## config.mk

```make
export PLATFORM = sky130hd
export DESIGN_NAME = tcce_ctrl
export DESIGN_NICKNAME = d
export VERILOG_FILES = /design/src/rtl/tcce_pkg.sv /design/src/rtl/tcce_ctrl.sv
export SDC_FILE = /design/constraint.sdc
export NUM_CORES = 1
export LEC_CHECK = 0
export ABC_AREA = 1
export ABC_CLOCK_PERIOD_IN_PS = 1100
export BUFFER_PORTS_ARGS = -buffer_cell sky130_fd_sc_hd__clkbuf_2
export CAP_MARGIN = 40
export CORE_UTILIZATION = 25
export DETAILED_ROUTE_END_ITERATION = 16
export GPL_TIMING_DRIVEN = 0
export SYNTH_ARGS = -nofsm -noshare
export SYNTH_HDL_FRONTEND = slang
export SYNTH_SLANG_ARGS = --single-unit
export TNS_END_PERCENT = 1
```

## constraint.sdc

```tcl
create_clock -name i_clk -period 1.1 [get_ports i_clk]
set_input_delay 0.165 -clock i_clk [delete_from_list [all_inputs] [get_ports i_clk]]
set_output_delay 0.165 -clock i_clk [all_outputs]
set_load 0.01 [all_outputs]
```

## src/rtl/tcce_pkg.sv

```systemverilog
// Shared types and constants for the text console cursor engine.
`timescale 1ns / 1ps

package tcce_pkg;

    // Opcodes
    localparam logic [1:0] OP_KEY   = 2'd0;
    localparam logic [1:0] OP_READ  = 2'd1;
    localparam logic [1:0] OP_CLEAR = 2'd2;

    // Key kinds
    localparam logic [1:0] KEY_CHAR  = 2'd0;
    localparam logic [1:0] KEY_ENTER = 2'd1;
    localparam logic [1:0] KEY_BKSP  = 2'd2;

    // Character codes with special handling
    localparam logic [7:0] CH_NONE = 8'd0;
    localparam logic [7:0] CH_CR   = 8'd13;

    // Attribute byte after reset
    localparam logic [7:0] TEXT_COLOR_RST = 8'd15;

    // Request payload
    typedef struct packed {
        logic [1:0] opcode;
        logic [1:0] key_kind;
        logic [7:0] char_code;
        logic [4:0] read_row;
        logic [6:0] read_col;
    } t_req;

    // Result payload
    typedef struct packed {
        logic [4:0]  cursor_row;
        logic [6:0]  cursor_col;
        logic        scrolled;
        logic [15:0] cell_data;
    } t_res;

    // Controller states
    typedef enum logic [3:0] {
        S_IDLE,
        S_DECODE,
        S_WRAP,
        S_KEY,
        S_SWEEP,
        S_PUT,
        S_READ,
        S_CLEAR,
        S_DONE
    } t_state;

    // Controller to datapath commands
    typedef struct packed {
        logic cap;         // latch the request
        logic nl;          // new line, scroll at the bottom row
        logic bksp;        // step back and blank the cell
        logic sweep_init;  // reset the row blanking counter
        logic sweep;       // blank one cell of the cursor row
        logic put;         // store the typed character
        logic rd;          // read a cell
        logic clear;       // clear screen and home the cursor
    } t_cmd;

    // Datapath to controller status
    typedef struct packed {
        logic [1:0] opcode;
        logic [1:0] key_kind;
        logic       char_zero;
        logic       wrap_pending;
        logic       col_zero;
        logic       row_valid;
        logic       sweep_last;
    } t_stat;

endpackage

```

## src/rtl/tcce_ctrl.sv

```systemverilog
// Sequencing state machine of the text console cursor engine.
`timescale 1ns / 1ps

module tcce_ctrl
    import tcce_pkg::*;
(
    input  logic  i_clk,
    input  logic  i_rst_n,
    input  logic  i_start,
    input  t_stat i_stat,
    output t_cmd  o_cmd,
    output logic  o_busy,
    output logic  o_res_valid
);

    t_state r_state;
    t_state n_state;

    // State register
    always_ff @(posedge i_clk) begin
        if (!i_rst_n) begin
            r_state <= S_IDLE;
        end else begin
            r_state <= n_state;
        end
    end

    // Next state
    always_comb begin
        n_state = r_state;
        unique case (r_state)
            S_IDLE: begin
                if (i_start) n_state = S_DECODE;
            end
            S_DECODE: begin
                unique case (i_stat.opcode)
                    OP_KEY:   n_state = i_stat.wrap_pending ? S_WRAP : S_KEY;
                    OP_READ:  n_state = S_READ;
                    OP_CLEAR: n_state = S_CLEAR;
                    default:  n_state = S_DONE;
                endcase
            end
            S_WRAP: begin
                n_state = S_KEY;
            end
            S_KEY: begin
                unique case (i_stat.key_kind) inside
                    KEY_ENTER, KEY_BKSP: n_state = S_DONE;
                    default: begin
                        if (i_stat.char_zero) n_state = S_DONE;
                        else if (i_stat.row_valid) n_state = S_PUT;
                        else n_state = S_SWEEP;
                    end
                endcase
            end
            S_SWEEP: begin
                if (i_stat.sweep_last) n_state = S_PUT;
            end
            S_PUT:   n_state = S_DONE;
            S_READ:  n_state = S_DONE;
            S_CLEAR: n_state = S_DONE;
            S_DONE:  n_state = S_IDLE;
            default: n_state = S_IDLE;
        endcase
    end

    // Outputs
    always_comb begin
        o_cmd       = '0;
        o_busy      = 1'b1;
        o_res_valid = 1'b0;
        unique case (r_state)
            S_IDLE: begin
                o_busy    = 1'b0;
                o_cmd.cap = i_start;
            end
            S_DECODE: ;
            S_WRAP: begin
                o_cmd.nl = 1'b1;
            end
            S_KEY: begin
                unique case (i_stat.key_kind)
                    KEY_ENTER: o_cmd.nl = 1'b1;
                    KEY_BKSP:  o_cmd.bksp = !i_stat.col_zero;
                    default: begin
                        o_cmd.sweep_init = !i_stat.char_zero && !i_stat.row_valid;
                    end
                endcase
            end
            S_SWEEP: o_cmd.sweep = 1'b1;
            S_PUT:   o_cmd.put = 1'b1;
            S_READ:  o_cmd.rd = 1'b1;
            S_CLEAR: o_cmd.clear = 1'b1;
            S_DONE:  o_res_valid = 1'b1;
            default: ;
        endcase
    end

endmodule

```

==> metrics.txt <==
Setup-failing EPs final=11; CP Class=register to output pin; die width=43.80 microns; die area=about 0.0019 sq mm; Final Instance Count excl. Fillers=119; max FFs per register=4; total track usage=10.85%; drt drc=4; status=finished with violations; grt total ovfl=0; part of the cycle the worst path needs=118.2%; die span in y=about 44 microns; dpl cells=between 100 and 150; switching share of power=47.48%; CP max stage cell=dfxtp_2; H-Tree Depth=1; CTS hold repair buffers=0; worst setup margin=-200.5 ps; Fin Clk Skew=1.085 ps; DRT Pass-1 Iters=10; main area contributors after synthesis=dfxtp_1 18%, nand2_1 17%, inv_1 15%; Syn. warnings=0; worst vdd ir=511.6 uV; Detailed Route Iter0 Violations=12; number of nets in the layout=121; Setup TNS=-1293 ps; min cycle time layout=between 1000 and 1500 ps; largest register by flop count=r_state; Power Total=1.128 mW; unrepaired setup endpoints after global routing=yes; Seq pwr share=23.6%; n_diodes=0; Via density=4.235; Psw=0.5354 mW; cell accounting for the most synthesized area=dfxtp_1; Placement Setup Slack=-58.20 ps; Port Buffers=21; Hold Fails Final Rpt=0; core area=0.001577 sq mm; Top Registers=r_state x4; flops & latches, synth=4; Clock Latency Late Sink=230 ps; Logic pwr share=60.9%; crit-path cells=inv_2, nand2_4, nor2_4, nand3_2, nor2_1, buf_2; failing checks=DRC, setup timing; fmax=768.9 MHz; final core utilization=40.08%; Internal=0.5922 mW; wire per inst=8.151 microns; largest net degree at the start of global routing=6; CTS sink cnt=4; layout cells sized above 1=44.66%; final slew viol count=0; crit path DAT=1140 ps; root buffer selected by CTS=clkbuf_4; vias after detailed routing=504; Least-Margin Pin Slew=215.2 ps; Mapped Area=roughly 440 sq um; Seq/Total Area, Yosys=between 15 and 20%; Hold Crit Class=primary input to register; Area Growth Syn to Fin=44.70%; Crit path max-delay family=simple AND/OR/NAND/NOR gates; CP Max Fanout=5; DP Wirelength=804.4 microns; Clk pwr share=15.5%; drt total wl=970 microns; Crit path buffers/inverters=2; Cells after Synth=76; Placement Rows=14; number of buffers created by CTS=3; Syn Area/Cell=~5.7 sq um; Fillers=168; Synth top area share=about 18%; top-level port count=22; CTS tree=done; initial antenna violation count=0; max_cap viols=0; crit-path max cell delay=roughly 340 ps; Power per Cell Area=about 1800 mW/mm^2; clock buffer depth=2; CP Launch Type=register; DRT antenna net count=0; crit end category=output pin; Post-Synthesis Net Count=92; Clock transition at path regs=30 ps; Worst Path Required=940 ps; routability congestion estimate=0.7786; first-pass GRT wire length=1600 microns; Netlist cell types=16; number of global-route vias before repair=458; Leak Pwr=0.3871 nW; Max-slew headroom=85.60%; Starting Density=27.70%
==> logic make-up after synthesis <==
logic type      synth area share [%]
fa+ha+maj                      11.46
simple gates                   48.71
compound gates                 4.296
buf+inv                        17.19
flops                          18.34
==> path summary, 6_finish.rpt <==
check	slack [ps]	depth (start not counted)	to	from
max reg2reg	-40	9	r_state[2]$_SDFFE_PN0P_	r_state[2]$_SDFFE_PN0P_
min reg2reg	660	4	r_state[1]$_SDFFE_PN0P_	r_state[1]$_SDFFE_PN0P_
max	-200	6	o_cmd[4]	r_state[2]$_SDFFE_PN0P_
min	160	3	r_state[2]$_SDFFE_PN0P_	i_rst_n
==> stage by stage <==
| stage | hold slack, ps | cell area [sq um] |
|---|---|---|
| 2_1_floorplan | 262.6 | 436.7 |
| 3_3_place_gp | 391.0 | 561.8 |
| 3_5_place_dp | 394.3 | 561.8 |
| 4_1_cts | 152.0 | 611.8 |
| 5_1_grt | 178.1 | 631.9 |
| 6_report | 157.1 | 631.9 |
==> per-layer routing <==
| metal | track usage [%] | up-vias | part of all wire [%] |
|---|---|---|---|
| met5 | 0 | - | 0 |
| met4 | 7.500 | 0 | 0 |
| met3 | 0 | 0 | 4.5 |
| met2 | 17.61 | 14 | 51 |
| met1 | 13.97 | 213 | 44 |
| li1 | - | 277 | - |
==> tightest hold or removal path, stage by stage <==
cell and delay [ps]:
clkbuf_2 100, nand2_1 50, inv_1 40
==> cell usage in the layout (no fill, tap or decap) <==
cell      count
inv_1        17
o21ai_2       1
nand2_2       2
nor2_2        3
nand3_1       4
nor2_1       10
nand2_1      19
inv_4         1
nand2_4       2
ha_1          4
a21oi_1       1
nor3_1        1
clkbuf_2     17
clkbuf_4      3
nor2_4        2
inv_2         2
nand3_2       2
buf_2         4
buf_4         3
dfxtp_2       4
o21ai_0       1
==> power by group through the flow <==
stage | logic, mW | registers, mW | clock network (mW)
after floorplan | 0.490 | 0.233 | 0
after global placement | 0.645 | 0.243 | 0
after detailed placement | 0.653 | 0.243 | 0
after CTS | 0.675 | 0.248 | 0.185
after global routing | 0.772 | 0.272 | 0.191
final | 0.686 | 0.266 | 0.175
==> synthesized netlist by cell type <==
cell	number
nand2_1	20
inv_1	18
nor2_1	12
nand3_1	5
dfxtp_1	4
ha_1	4
inv_2	2
nand2_2	2
nor2_4	2
a21oi_1	1
nand2_4	1
nand3_2	1
nor2_2	1
nor3_1	1
o21ai_0	1
o21ai_2	1
==> area by class of cell <==
cell class | instances | area [sq um] | share of cell area, %
sequential | 4 | 85.08 | 13.47
inverter | 20 | 77.57 | 12.28
clock buffer | 3 | 22.52 | 3.564
timing repair buffer | 24 | 127.6 | 20.20
multi-input combinational | 52 | 299.0 | 47.33
tap | 16 | 20.02 | 3.168
==> repair_timing <==
| item | in CTS | in global routing |
|---|---|---|
| setup buffers | 2 | 1 |
| setup endpoints to repair | 10 | 12 |
| pin swaps | 4 | 2 |
| gates resized for setup | 5 | 10 |
(Power assumes the default switching activity.)
